--- src/rtl/mm4_pkg.sv ---
// mm4_pkg: shared types and constants for the 4x4 matrix multiplier.
// Used by every module under rtl/ except mm4_ram; depends on nothing.
package mm4_pkg;

  // Element and index widths (Q16.16 fixed point)
  localparam int VAL_W      = 32;
  localparam int IDX_W      = 4;
  localparam int PROD_W     = 2 * VAL_W;
  localparam int FRAC_BITS  = 16;

  // Queue depths
  localparam int TOKQ_DEPTH = 2;   // one token per loaded bank
  localparam int OUTQ_DEPTH = 4;   // result queue entries

  // Saturation limits
  localparam logic [VAL_W-1:0] VAL_MAX = {1'b0, {(VAL_W-1){1'b1}}};
  localparam logic [VAL_W-1:0] VAL_MIN = {1'b1, {(VAL_W-1){1'b0}}};

  // Input item: one element of A and the same-index element of B
  typedef struct packed {
    logic signed [VAL_W-1:0] a_elem;
    logic signed [VAL_W-1:0] b_elem;
  } in_item_t;

  // Result item: one element of the product matrix
  typedef struct packed {
    logic signed [VAL_W-1:0] out_value;
    logic [IDX_W-1:0]        out_index;
    logic                    out_last;
  } out_item_t;

  // Frame token: a fully loaded bank waiting for the compute side
  typedef struct packed {
    logic vld;
    logic bank;
  } tok_t;

endpackage

--- src/rtl/mm4_tokq.sv ---
// mm4_tokq: two-entry queue of frame tokens between load and compute sides.
// Depends on mm4_pkg.
module mm4_tokq (
  input  logic          clk,
  input  logic          rst_n,
  input  mm4_pkg::tok_t tok_in,
  output logic          tokq_full,
  output mm4_pkg::tok_t tok_out,
  input  logic          tok_pop
);

  localparam int CNT_W = $clog2(mm4_pkg::TOKQ_DEPTH + 1);

  logic             bank_r [mm4_pkg::TOKQ_DEPTH];
  logic             wr_ptr_r, wr_ptr_nxt;
  logic             rd_ptr_r, rd_ptr_nxt;
  logic [CNT_W-1:0] cnt_r, cnt_nxt;

  assign tokq_full     = (cnt_r == CNT_W'(mm4_pkg::TOKQ_DEPTH));
  assign tok_out.vld   = (cnt_r != '0);
  assign tok_out.bank  = bank_r[rd_ptr_r];

  // pointer and count update
  always_comb begin
    wr_ptr_nxt = wr_ptr_r;
    rd_ptr_nxt = rd_ptr_r;
    cnt_nxt    = cnt_r;
    if (tok_in.vld) begin
      wr_ptr_nxt = ~wr_ptr_r;
    end
    if (tok_pop) begin
      rd_ptr_nxt = ~rd_ptr_r;
    end
    cnt_nxt = cnt_r + CNT_W'(tok_in.vld) - CNT_W'(tok_pop);
  end

  always_ff @(posedge clk) begin
    if (!rst_n) begin
      wr_ptr_r <= 1'b0;
      rd_ptr_r <= 1'b0;
      cnt_r    <= '0;
    end else begin
      wr_ptr_r <= wr_ptr_nxt;
      rd_ptr_r <= rd_ptr_nxt;
      cnt_r    <= cnt_nxt;
    end
  end

  // token storage
  always_ff @(posedge clk) begin
    if (tok_in.vld) begin
      bank_r[wr_ptr_r] <= tok_in.bank;
    end
  end

  // a token never arrives while both banks are already queued
  assert property (@(posedge clk) disable iff (!rst_n)
    tok_in.vld |-> !tokq_full)
    else $error("token pushed into full queue");

  // compute side never retires a frame that was not queued
  assert property (@(posedge clk) disable iff (!rst_n)
    tok_pop |-> tok_out.vld)
    else $error("token popped from empty queue");

endmodule

--- config.mk ---
export PLATFORM = sky130hd
export DESIGN_NAME = mm4_tokq
export DESIGN_NICKNAME = d
export VERILOG_FILES = /design/src/rtl/mm4_pkg.sv /design/src/rtl/mm4_tokq.sv
export SDC_FILE = /design/constraint.sdc
export NUM_CORES = 1
export LEC_CHECK = 0
export ABC_AREA = 1
export BUFFER_PORTS_ARGS = -buffer_cell sky130_fd_sc_hd__buf_4
export CAP_MARGIN = 20
export CORE_AREA = 2 2 39 41
export DETAILED_ROUTE_END_ITERATION = 8
export DIE_AREA = 0 0 41 43
export GPL_ROUTABILITY_DRIVEN = 1
export SKIP_LAST_GASP = 1
export SLEW_MARGIN = 30
export SYNTH_ARGS = -nofsm -noshare
export SYNTH_HDL_FRONTEND = slang
export SYNTH_SLANG_ARGS = --single-unit
--- constraint.sdc ---
create_clock -name clk -period 2.7 [get_ports clk]
set_clock_uncertainty 0.2 [all_clocks]
set_input_delay 0.54 -clock clk [delete_from_list [all_inputs] [get_ports clk]]
set_output_delay 0.54 -clock clk [all_outputs]
set_load 0.05 [all_outputs]
# After elaboration in Yosys (flattened, before gate mapping)
# Memory sizes are Yosys's and may differ from the RTL's. A register that Yosys moved wholly into a read port is not among the register bits.
# Index checks and enable logic that the tools add are counted.
# W data, S select, Z words.
[word_totals]
register_bits = 4
ramBits = 2
memories = 1
[mem_list]
columns = ["name", "words", "width", "read_ports", "rd_ports_with_merged_regs", "wr", "line", "rtl"]
rows = [
  ["bank_r", 2, 1, 1, 1, 1, "mm4_tokq.sv:14", "logic bank_r [mm4_pkg::TOKQ_DEPTH];"],
]
[classes]
reduce_logical = 1
eq_ne = 1
n_bitwise = 2
mux = 4
n_addsub = 2
[op_table]
columns = ["operator", "count"]
rows = [
  ["$mux W1", 4],
  ["$add A2 B1 Y2", 1],
  ["$eq A2 B2 Y1 const B", 1],
  ["$not A1 Y1", 2],
  ["$reduce_bool A2 Y1", 1],
  ["$sub A2 B1 Y2", 1],
]

# Longest topological paths before layout
# Gate-level depths: netlist of run 1.
[depth]
word_depth = 3
mapped_depth = 9

# Worst setup path before layout of run 1
# No wires, ideal clock.
[synth_timing]
path_type = "reg2out"
start = "register cnt_r[1]"
end = "output port tokq_full"
path_stages_with_launch = 3
path_slack_ns = 0.948
arrival_ns = 1.012
path_cell_list = "dfxtp_1 inv_2 nor2_1"
[synth_via]
elab_chain_len = 1
[synth_rtl]
columns = ["item", "line", "rtl"]
rows = [
  ["start: declaration", "mm4_tokq.sv:17", "logic [CNT_W-1:0] cnt_r, cnt_nxt;"],
  ["start signal: assignment", "mm4_tokq.sv:45", "cnt_r <= cnt_nxt;"],
  ["$eq A2 B2 Y1", "mm4_tokq.sv:19", "assign tokq_full = (cnt_r == CNT_W'(mm4_pkg::TOKQ_DEPTH));"],
  ["end: declaration", "mm4_tokq.sv:7", "output logic tokq_full,"],
]
# Every way passes these cells.

==> results by group, run 1 <==
Run
  • Max-cap viol count: 0

GRT
  • Global-route wire length before repair: 814 microns
  • Gr usage total: 8.16%
  • Largest net degree at the start of global routing: 5
  • Antenna violations before repair: 0
  • Grt total ovfl: 0
  • Vias in the first global route: 228

Power and ir drop
  • Internal power: 0.000202 W
  • Switching share of total power: 31.3%
  • Clock power frac: 31.9%
  • Maximum vdd ir drop: 0.000238 V
  • Flop pwr share: 42.1%
  • Combinational share of power: 26.1%
  • Switch Pwr: 0.0000917 W
  • Leakage: 0.210 nW
  • PD cells: 737 mW/mm^2

CTS
  • Setup Buffers After CTS: 0
  • CTS-repair resized insts: 0
  • Reg clk slew, reported paths: 0.05 ns
  • CTS buffer count: 3
  • Root buf cell: clkbuf_4
  • H-tree levels: 1
  • CTS tree: built
  • Hold_buf cts: 0
  • CTS Buffer Depth: 2
  • Clk Latency, worst-skew pair: 0.25 ns
  • TritonCTS Sinks: 7

Run status
  • Run status: complete, no violations

Detailed routing
  • Routed len/inst: 7.92 microns
  • 1st-iter DRT viols: 5
  • Via-to-Cell Ratio: 3.89
  • DR pass1 iterations: 4
  • Detail Route Antenna Nets: 0
  • Post-Route WL: 499 microns
  • Via count: 245
  • DRC viols: 0

Worst setup path
  • Kind of critical path: flip-flop to output port
  • CP Max Fanout: 1
  • Critical Path AT: 1.07 ns
  • Nature of the critical path endpoint: output port
  • Reg2reg start: cnt_r[0]
  • Worst Path Required: 1.96 ns
  • CP startpoint kind: flip-flop

Timing
  • Max frequency: 554 MHz
  • Setup ws final: 0.894 ns
  • Relative slew slack: 90.7%
  • RSZ-0062 raised after global routing: false
  • Period utilization: 66.9%
  • Max-slew violations: 0
  • Tmin final: 1.81 ns
  • # setup viols final: 0
  • Final Hold Fails: 0
  • Worst-margin pin slew: 0.139 ns
  • Setup TNS: 0 ns

Synth
  • Mapped Avg Cell Area: 8.31 sq um
  • Seq/Total Area, Yosys: 53.6%
  • Synth cell types: 11
  • Synth warnings: 0
  • Mapped Cells: 36
  • #FFs+latches synth: 7
  • Synth Cell Area: 299 sq um
  • Mapped Nets: 43

Final layout
  • Most frequent cells in the layout: 8 x nand2_1, 8 x nor2_1, 7 x buf_4
  • Layout Nets: 55
  • Share of layout cells above drive strength 1: 27.7%
  • N_diodes: 0
  • Layout overhead on the synthesized area: 33.1%

Die
  • Starting density of the core: 21.6%
  • Io pins: 8
  • # rows: 14
  • Die area: 0.00176 sq mm
  • Core area: 0.00138 sq mm
  • Die X: 41 microns
  • Die height: 43 microns

Min path
  • Hold Crit Class: input pin to flip-flop
  • Hold Crit Start: tok_in[0]

Placed design
  • DP HPWL: 428 microns
  • GP Congestion: 0.633
  • Buffers added on ports: 7
  • Post-place setup slack: 0.943 ns
## final cells by class
cell class                      instances  area, sq um
Sequential cell                         7          160
Tap cell                               16         20.0
Clock buffer                            4         26.3
Fill cell                             163          986
Inverter                                7         26.3
Multi-Input combinational cell         22          113
Timing Repair Buffer                    7         52.6
## cell usage after synthesis, drive strengths merged
cell	instances	area share [%]
nand2	9	12
nand3	1	1.7
edfxtp	2	20
inv	7	8.8
dfxtp	5	33
mux2	1	3.8
ha	2	8.4
a21oi	1	1.7
nor2	8	10
## through the flow
step	area [sq um]	hold WS (ns)	utilization, %	std cells	power [W]
finish	398	0.275	28.8	63	0.000293
global route	398	0.256	28.8	63	0.000316
CTS	398	0.264	28.8	63	0.000300
detailed placement	372	0.298	26.9	59	0.000203
global placement	372	0.290	26.9	59	0.000201
floorplan	299	0.263	-	36	0.000179
## worst max-delay path: stages, from the launching register on
cell,delay [ns]
dfxtp_1,0.31
mux2_2,0.32
buf_4,0.19
## worst paths after layout
path | depth (start not counted) | endpoint | slack, ns
worst max-delay path | 2 | tok_out[0] | 0.89
worst min register to register | 2 | wr_ptr_r | 0.31
worst max register to register | 8 | cnt_r[1] | 1.24
worst min-delay path | 1 | bank_r[1] | 0.28
## per-layer routing
metal | part of all wire, % | up-vias | GRT usage (%)
met2 | 56 | 3 | 11.6
li1 | - | 131 | -
met5 | 0 | - | 0
met3 | 1.2 | 2 | 4.71
met1 | 41 | 109 | 6.49
met4 | 1.6 | 0 | 10.0
## logic make-up after synthesis
| group | share of synthesized area [%] |
|---|---|
| DFF | 53.6 |
| muxes | 3.77 |
| adders and majority gates | 8.37 |
| AOI/OAI and AO/OA | 1.67 |
| buffers and inverters | 8.78 |
| and+or+nand+nor | 23.8 |
## power by group through the flow
stage                     Clock (W)  Sequential (W)  Combinational, W
after global placement            0        0.000125         0.0000764
after global routing       0.000108        0.000125         0.0000841
after CTS                 0.0000985        0.000124         0.0000778
final                     0.0000935        0.000123         0.0000764
after detailed placement          0        0.000126         0.0000775
after floorplan                   0        0.000124         0.0000548
Note: power is estimated with default switching activity, not from simulation.
==> run 2, diff against run 1 <==
--- a/config.mk
+++ b/config.mk
@@ -5,7 +5,7 @@
 export SDC_FILE = /design/constraint.sdc
 export NUM_CORES = 1
 export LEC_CHECK = 0
-export ABC_AREA = 1
+export ABC_AREA = 0
 export BUFFER_PORTS_ARGS = -buffer_cell sky130_fd_sc_hd__buf_4
 export CAP_MARGIN = 20
 export CORE_AREA = 2 2 39 41
==> constraint.sdc (replaced) <==
create_clock -name clk -period 1.65 [get_ports clk]
set_clock_uncertainty 0.2 [all_clocks]
set_input_delay 0.33 -clock clk [delete_from_list [all_inputs] [get_ports clk]]
set_output_delay 0.33 -clock clk [all_outputs]
set_load 0.05 [all_outputs]
==> run 2 against run 1 <==
Effect of this change:
- final area up 1.9%
- final cell count shrank 19%
- die area unchanged
- clock-buffer cell count unchanged
- critical path depth is the same
- register-to-register slack got worse by 0.98 ns
- core utilization up 0.54 points
- total power increased by 81%
- clock power rose by 66%
- setup slack got worse by 0.80 ns
- first-iteration DRC count decreased by 20%
- sequential share of layout area decreased by 0.75 points
==> results by group, run 2 <==
Run status
  • Run status: complete, no violations

Timing
  • Period utilization: 94.5%
  • Worst-margin pin slew: 0.162 ns (+0.0223 ns)
  • Max-slew violations: 0 (unchanged)
  • Relative slew slack: 89.2% (-1.5 points)
  • RSZ-0062 raised after global routing: false
  • Final Hold Fails: 0 (unchanged)
  • Tmin final: 1.56 ns
  • Max frequency: 642 MHz
  • Setup TNS: 0 ns (unchanged)
  • Hold WS: 0.0663 ns (-0.209 ns)
  • # setup viols final: 0 (unchanged)

Worst setup path
  • Nature of the critical path endpoint: output port
  • Reg2reg start: cnt_r[0]
  • CP startpoint kind: flip-flop
  • Reg2reg end: cnt_r[1]
  • R2R setup slack: 0.26 ns (-0.98 ns)
  • Worst Path Required: 1.12 ns (-0.84 ns)
  • Critical Path AT: 1.03 ns (-0.04 ns)
  • Worst Reg2Reg Path Length in Cells: 6 (-2)
  • CP Max Fanout: 1 (unchanged)
  • Kind of critical path: flip-flop to output port

Die
  • # rows: 14 (unchanged)
  • Core area: 0.00138 sq mm (unchanged)
  • Io pins: 8 (unchanged)
  • Starting density of the core: 21.6% (unchanged)
  • Die height: 43 microns (unchanged)
  • Die X: 41 microns (unchanged)
  • Die area: 0.00176 sq mm (unchanged)

Final layout
  • Fin util: 29.3% (+0.54 points)
  • Count of non-filler cells in the finished layout: 51 (-19%)
  • Commonest non-fill, non-tap cell in the layout: buf_4
  • Layout overhead on the synthesized area: 35.6%
  • Layout Nets: 43 (-22%)
  • N_diodes: 0 (unchanged)
  • Most frequent cells in the layout: 6 x buf_4, 5 x dfxtp_1, 4 x and2_1, 4 x nor2b_1, 3 x clkbuf_4
  • Share of layout cells above drive strength 1: 31.4% (+3.8 points)

Detailed routing
  • DR pass1 iterations: 3 (-1)
  • Via count: 183 (-25%)
  • 1st-iter DRT viols: 4 (-1)
  • Via-to-Cell Ratio: 3.59 (-7.7%)
  • Routed len/inst: 8.18 microns (+3.2%)
  • Post-Route WL: 417 microns (-16%)
  • Detail Route Antenna Nets: 0 (unchanged)
  • DRC viols: 0 (unchanged)

Synth
  • Synth cell count leaders: 5 x dfxtp_1, 4 x and2_1, 4 x nor2b_1
  • #FFs+latches synth: 7 (unchanged)
  • Mapped Cells: 24 (-33%)
  • Synth warnings: 0 (unchanged)
  • Mapped Nets: 31 (-28%)
  • Mapped Avg Cell Area: 12.5 sq um (+50%)
  • Most area-hungry cell type in the Yosys netlist: dfxtp_1
  • Post-synth EDFFs: 2 (unchanged)
  • Synth cell types: 11 (unchanged)
  • Post-synth ARST share: 0% (unchanged)
  • Synth Cell Area: 299 sq um (unchanged)
  • Most common cell in the netlist: dfxtp_1
  • Top_reg_cell synth: dfxtp_1
  • Synth top area share: 33.5% (unchanged)
  • Top post-synthesis cells by area: dfxtp_1 33%, edfxtp_1 20%, and2_1 8.4%
  • Seq/Total Area, Yosys: 53.6% (unchanged)

CTS
  • Reg clk slew, reported paths: 0.05 ns (about the same)
  • CTS Buffer Depth: 2 (unchanged)
  • Clk Latency, worst-skew pair: 0.25 ns (about the same)
  • CTS tree: built
  • CTS buffer count: 3 (unchanged)
  • Root buf cell: clkbuf_4
  • H-tree levels: 1 (unchanged)
  • TritonCTS Sinks: 7 (unchanged)

GRT
  • Grt total ovfl: 0 (unchanged)
  • Global-route wire length before repair: 621 microns (-24%)
  • Gr usage total: 6.04% (-2.1 points)
  • Antenna violations before repair: 0 (unchanged)
  • Vias in the first global route: 168 (-26%)
  • Largest net degree at the start of global routing: 6 (+1)

Run
  • Max-cap viol count: 0 (unchanged)

Min path
  • Hold Crit Class: input pin to flip-flop
  • Hold EP: bank_r[0]
  • Hold Crit Start: tok_in[0]
  • Hold Crit Depth: 1 (unchanged)

Placed design
  • Buffers added on ports: 7 (unchanged)
  • Dpl cells: 47 (-20%)
  • GP Congestion: 0.588 (-7.1%)

Power and ir drop
  • Maximum vdd ir drop: 0.000298 V (+25%)
  • PD cells: 1310 mW/mm^2 (+78%)
  • Leakage: 0.186 nW (-11%)
==> run 2: worst max-delay path by stage <==
stage | startpoint | end | slack [ns]
6_report | bank_r[0] | tok_out[0] | 0.09
2_1_floorplan | cnt_r[1] | tokq_full | 0.06
3_3_place_gp | tok_pop | cnt_r[1] | 0.16
4_1_cts | bank_r[1] | tok_out[0] | 0.005
5_1_grt | bank_r[0] | tok_out[0] | 0.04
3_5_place_dp | tok_pop | cnt_r[1] | 0.16
==> run 2: timing repair <==
item | in CTS | in global routing
gates resized for setup | 0 | 2
endpoints found under the setup margin | 0 | 1
setup buffers | 0 | 0
hold buffers | 0 | 0
==> run 2: stage by stage <==
stage	instance area [sq um]	power (W)	worst slack [ns]
CTS	398	0.000539	0.00530
global placement	372	0.000374	0.159
detailed placement	372	0.000375	0.158
finish	405	0.000532	0.0912
floorplan	299	0.000332	0.0605
global route	405	0.000566	0.0354
==> run 2: cell families (layout without fill, tap and decap cells) <==
| kind of cell | after synthesis | in the layout | share of synthesized area, % |
|---|---|---|---|
| simple gates | 9 | 9 | 18.8 |
| buf+inv | 2 | 13 | 2.51 |
| mux | 1 | 1 | 3.77 |
| xor+xnor | 2 | 2 | 10.5 |
| compound gates | 1 | 1 | 2.51 |
| fa+ha+maj | 2 | 2 | 8.37 |
| flops | 7 | 7 | 53.6 |
==> run 2: critical path, cell delays in order (launching register included) <==
cell and delay [ns]:
edfxtp_1 0.35, mux2_4 0.28, buf_6 0.15
==> run 2: metal layers <==
metal	global-route usage [%]	share of wire (%)
met3	1.57	0.48
met5	0	0
met2	7.50	61
met1	5.84	39
met4	10.0	0
==> run 2: final cells by class <==
cell class / count / area, sq um
timing repair buffer: 7 / 56.3
sequential: 7 / 160
clock buffer: 4 / 26.3
tap: 16 / 20.0
inverter: 2 / 7.51
fill: 146 / 978
multi-input combinational: 15 / 135
==> run 2: report_power, final <==
part,leakage [nW],internal [W],switching (W)
Sequential,0.0604,0.000198,0.0000120
Clock,0.0150,0.0000923,0.0000631
Combinational,0.110,0.0000751,0.0000913
Total,0.186,0.000366,0.000166
==> run 3, diff against run 2 <==
--- a/config.mk
+++ b/config.mk
@@ -12,6 +12,7 @@
 export DETAILED_ROUTE_END_ITERATION = 8
 export DIE_AREA = 0 0 41 43
 export GPL_ROUTABILITY_DRIVEN = 1
+export PLACE_DENSITY = 0.5
 export SKIP_LAST_GASP = 1
 export SLEW_MARGIN = 30
 export SYNTH_ARGS = -nofsm -noshare
==> constraint.sdc (replaced) <==
create_clock -name clk -period 1.6 [get_ports clk]
set_clock_uncertainty 0.2 [all_clocks]
set_input_delay 0.32 -clock clk [delete_from_list [all_inputs] [get_ports clk]]
set_output_delay 0.32 -clock clk [all_outputs]
set_load 0.05 [all_outputs]
==> run 3 against run 2 <==
Effect of this change:
- critical path depth unchanged
- final cell count unchanged
- worst hold slack worse by 0.0099 ns
- setup slack worse by 0.044 ns
- sequential share of layout area down 0.12 points
- first-iteration DRC count down 50%
- die area unchanged
- combinational power up 3%
- total power up 2.0%
- final area up 0.31%
- sequential power up 3%
- core utilization up 0.090 points
- critical endpoint unchanged
- highest routed layer unchanged
==> results by group, run 3 (synthesized netlist as in run 2, its figures left out) <==
Run status
  • Run status: complete, no violations

Worst setup path
  • Nature of the critical path endpoint: output port
  • Crit path largest cell delay: 0.36 ns (about the same)
  • Kind of critical path: flip-flop to output port
  • Reg2reg start: cnt_r[0]
  • Slowest CP cell: edfxtp_1
  • Worst Reg2Reg Path Length in Cells: 6 (unchanged)
  • Reg2reg end: cnt_r[1]
  • CP startpoint kind: flip-flop
  • CP Max Fanout: 1 (unchanged)
  • Crit path to: tok_out[0]
  • Critical Path Stages: 2 (unchanged)
  • Worst Path Buf+Inv: 1 (unchanged)
  • Cell family contributing the most delay on the critical path: flip-flops
  • R2R setup slack: 0.18 ns (-0.08 ns)
  • Worst-path cell chain: mux2_4 > buf_6
  • Worst Path Required: 1.08 ns (-0.04 ns)
  • Critical Path AT: 1.03 ns (about the same)
  • Critical path origin: bank_r[0]

Die
  • Starting density of the core: 21.6% (unchanged)
  • Die height: 43 microns (unchanged)
  • Die area: 0.00176 sq mm (unchanged)
  • # rows: 14 (unchanged)
  • Die X: 41 microns (unchanged)
  • Io pins: 8 (unchanged)
  • Core area: 0.00138 sq mm (unchanged)

CTS
  • CTS Buffer Depth: 2 (unchanged)
  • Reg clk slew, reported paths: 0.05 ns (about the same)
  • CTS buffer count: 3 (unchanged)
  • Clk Latency, worst-skew pair: 0.25 ns (about the same)
  • Root buf cell: clkbuf_4
  • H-tree levels: 1 (unchanged)
  • TritonCTS Sinks: 7 (unchanged)
  • CTS tree: built

Final layout
  • Commonest non-fill, non-tap cell in the layout: buf_4
  • Layout overhead on the synthesized area: 36.0%
  • Fin util: 29.4% (+0.090 points)
  • Layout Nets: 43 (unchanged)
  • Most frequent cells in the layout: 6 x buf_4, 5 x dfxtp_1, 4 x and2_1, 4 x nor2b_1, 3 x clkbuf_4
  • Share of layout cells above drive strength 1: 34.3% (+2.9 points)
  • N_diodes: 0 (unchanged)

Placed design
  • GP Congestion: 0.672 (+14%)
  • Buffers added on ports: 7 (unchanged)

Detailed routing
  • Detail Route Antenna Nets: 0 (unchanged)
  • 1st-iter DRT viols: 2 (-2)
  • Via count: 188 (+2.7%)
  • Via-to-Cell Ratio: 3.69 (+2.7%)
  • Post-Route WL: 405 microns (-2.9%)
  • DRC viols: 0 (unchanged)
  • Routed len/inst: 7.94 microns (-2.9%)
  • DR pass1 iterations: 3 (unchanged)

Timing
  • # setup viols final: 0 (unchanged)
  • Worst-margin pin slew: 0.153 ns (-0.00830 ns)
  • Period utilization: 97.1%
  • RSZ-0062 raised after global routing: false
  • Relative slew slack: 89.7% (+0.55 points)
  • Tmin final: 1.55 ns
  • Final Hold Fails: 0 (unchanged)
  • Setup TNS: 0 ns (unchanged)
  • Max-slew violations: 0 (unchanged)
  • Max frequency: 644 MHz

GRT
  • Antenna violations before repair: 0 (unchanged)
  • Largest net degree at the start of global routing: 6 (unchanged)
  • Global-route wire length before repair: 579 microns (-6.8%)
  • Grt total ovfl: 0 (unchanged)
  • Gr usage total: 5.68% (-0.36 points)
  • Vias in the first global route: 182 (+8.3%)

Power and ir drop
  • Maximum vdd ir drop: 0.000401 V (+34%)
  • Total power: 0.000542 W (+2.0%)
  • Leakage: 0.188 nW (+1.5%)
  • PD cells: 1330 mW/mm^2 (+1.7%)

Run
  • Max-cap viol count: 0 (unchanged)

Min path
  • Hold Crit Class: input pin to flip-flop
==> run 3: cell types whose count changed in the layout (fill, tap and decap cells not counted), sizes merged <==
cell | before | now
clkbuf | 4 | 3
clkinv | 0 | 1
==> run 3: worst min-delay path by stage <==
stage	from	to	slack, ns	depth (start not counted)
after global placement	tok_in[0]	bank_r[1]	0.31	1
final	tok_in[0]	bank_r[1]	0.06	1
after global routing	tok_in[0]	bank_r[0]	0.05	1
after detailed placement	tok_in[0]	bank_r[1]	0.31	1
after CTS	tok_in[0]	bank_r[1]	0.05	1
after floorplan	tok_in[0]	bank_r[0]	0.22	0
==> run 3: cell type report <==
class / instances / area, sq um
clock buffer: 3 / 22.5
inverter: 2 / 7.51
multi-input combinational: 15 / 135
sequential: 7 / 160
timing repair buffer: 7 / 56.3
tap: 16 / 20.0
clock inverter: 1 / 5.00
fill: 135 / 977
==> run 3: through the flow <==
| step | cell area, sq um | worst slack, ns | instances | hold WS [ns] |
|---|---|---|---|---|
| 6_report | 407 | 0.0468 | 51 | 0.0564 |
| 5_1_grt | 407 | 0.00895 | 51 | 0.0451 |
| 4_1_cts | 407 | 0.0295 | 51 | 0.0470 |
| 3_5_place_dp | 372 | 0.0901 | 47 | 0.310 |
| 3_3_place_gp | 372 | 0.128 | 47 | 0.308 |
| 2_1_floorplan | 299 | 0.0205 | 24 | 0.219 |
==> run 3: power by group <==
group / internal, W / switching (W) / total, W / leakage [nW]
Combinational: 0.0000776 / 0.0000933 / 0.000171 / 0.110
Clock: 0.0000911 / 0.0000635 / 0.000155 / 0.0177
Sequential: 0.000204 / 0.0000127 / 0.000217 / 0.0604
==> run 3: what timing repair did <==
item                                    CTS  global route
hold buffers                              0             0
gates resized for setup                   2             0
setup buffers                             0             0
endpoints found under the setup margin    1             0
==> run 3: routing by layer <==
layer / GRT usage, % / wire, microns / up-vias / share of wire (%)
li1: - / - / 101 / -
met1: 3.32 / 139 / 84 / 34
met2: 8.75 / 245 / 3 / 60
met3: 3.14 / 20 / 0 / 4.9
met4: 8.00 / 0 / 0 / 0
met5: 0 / 0 / - / 0
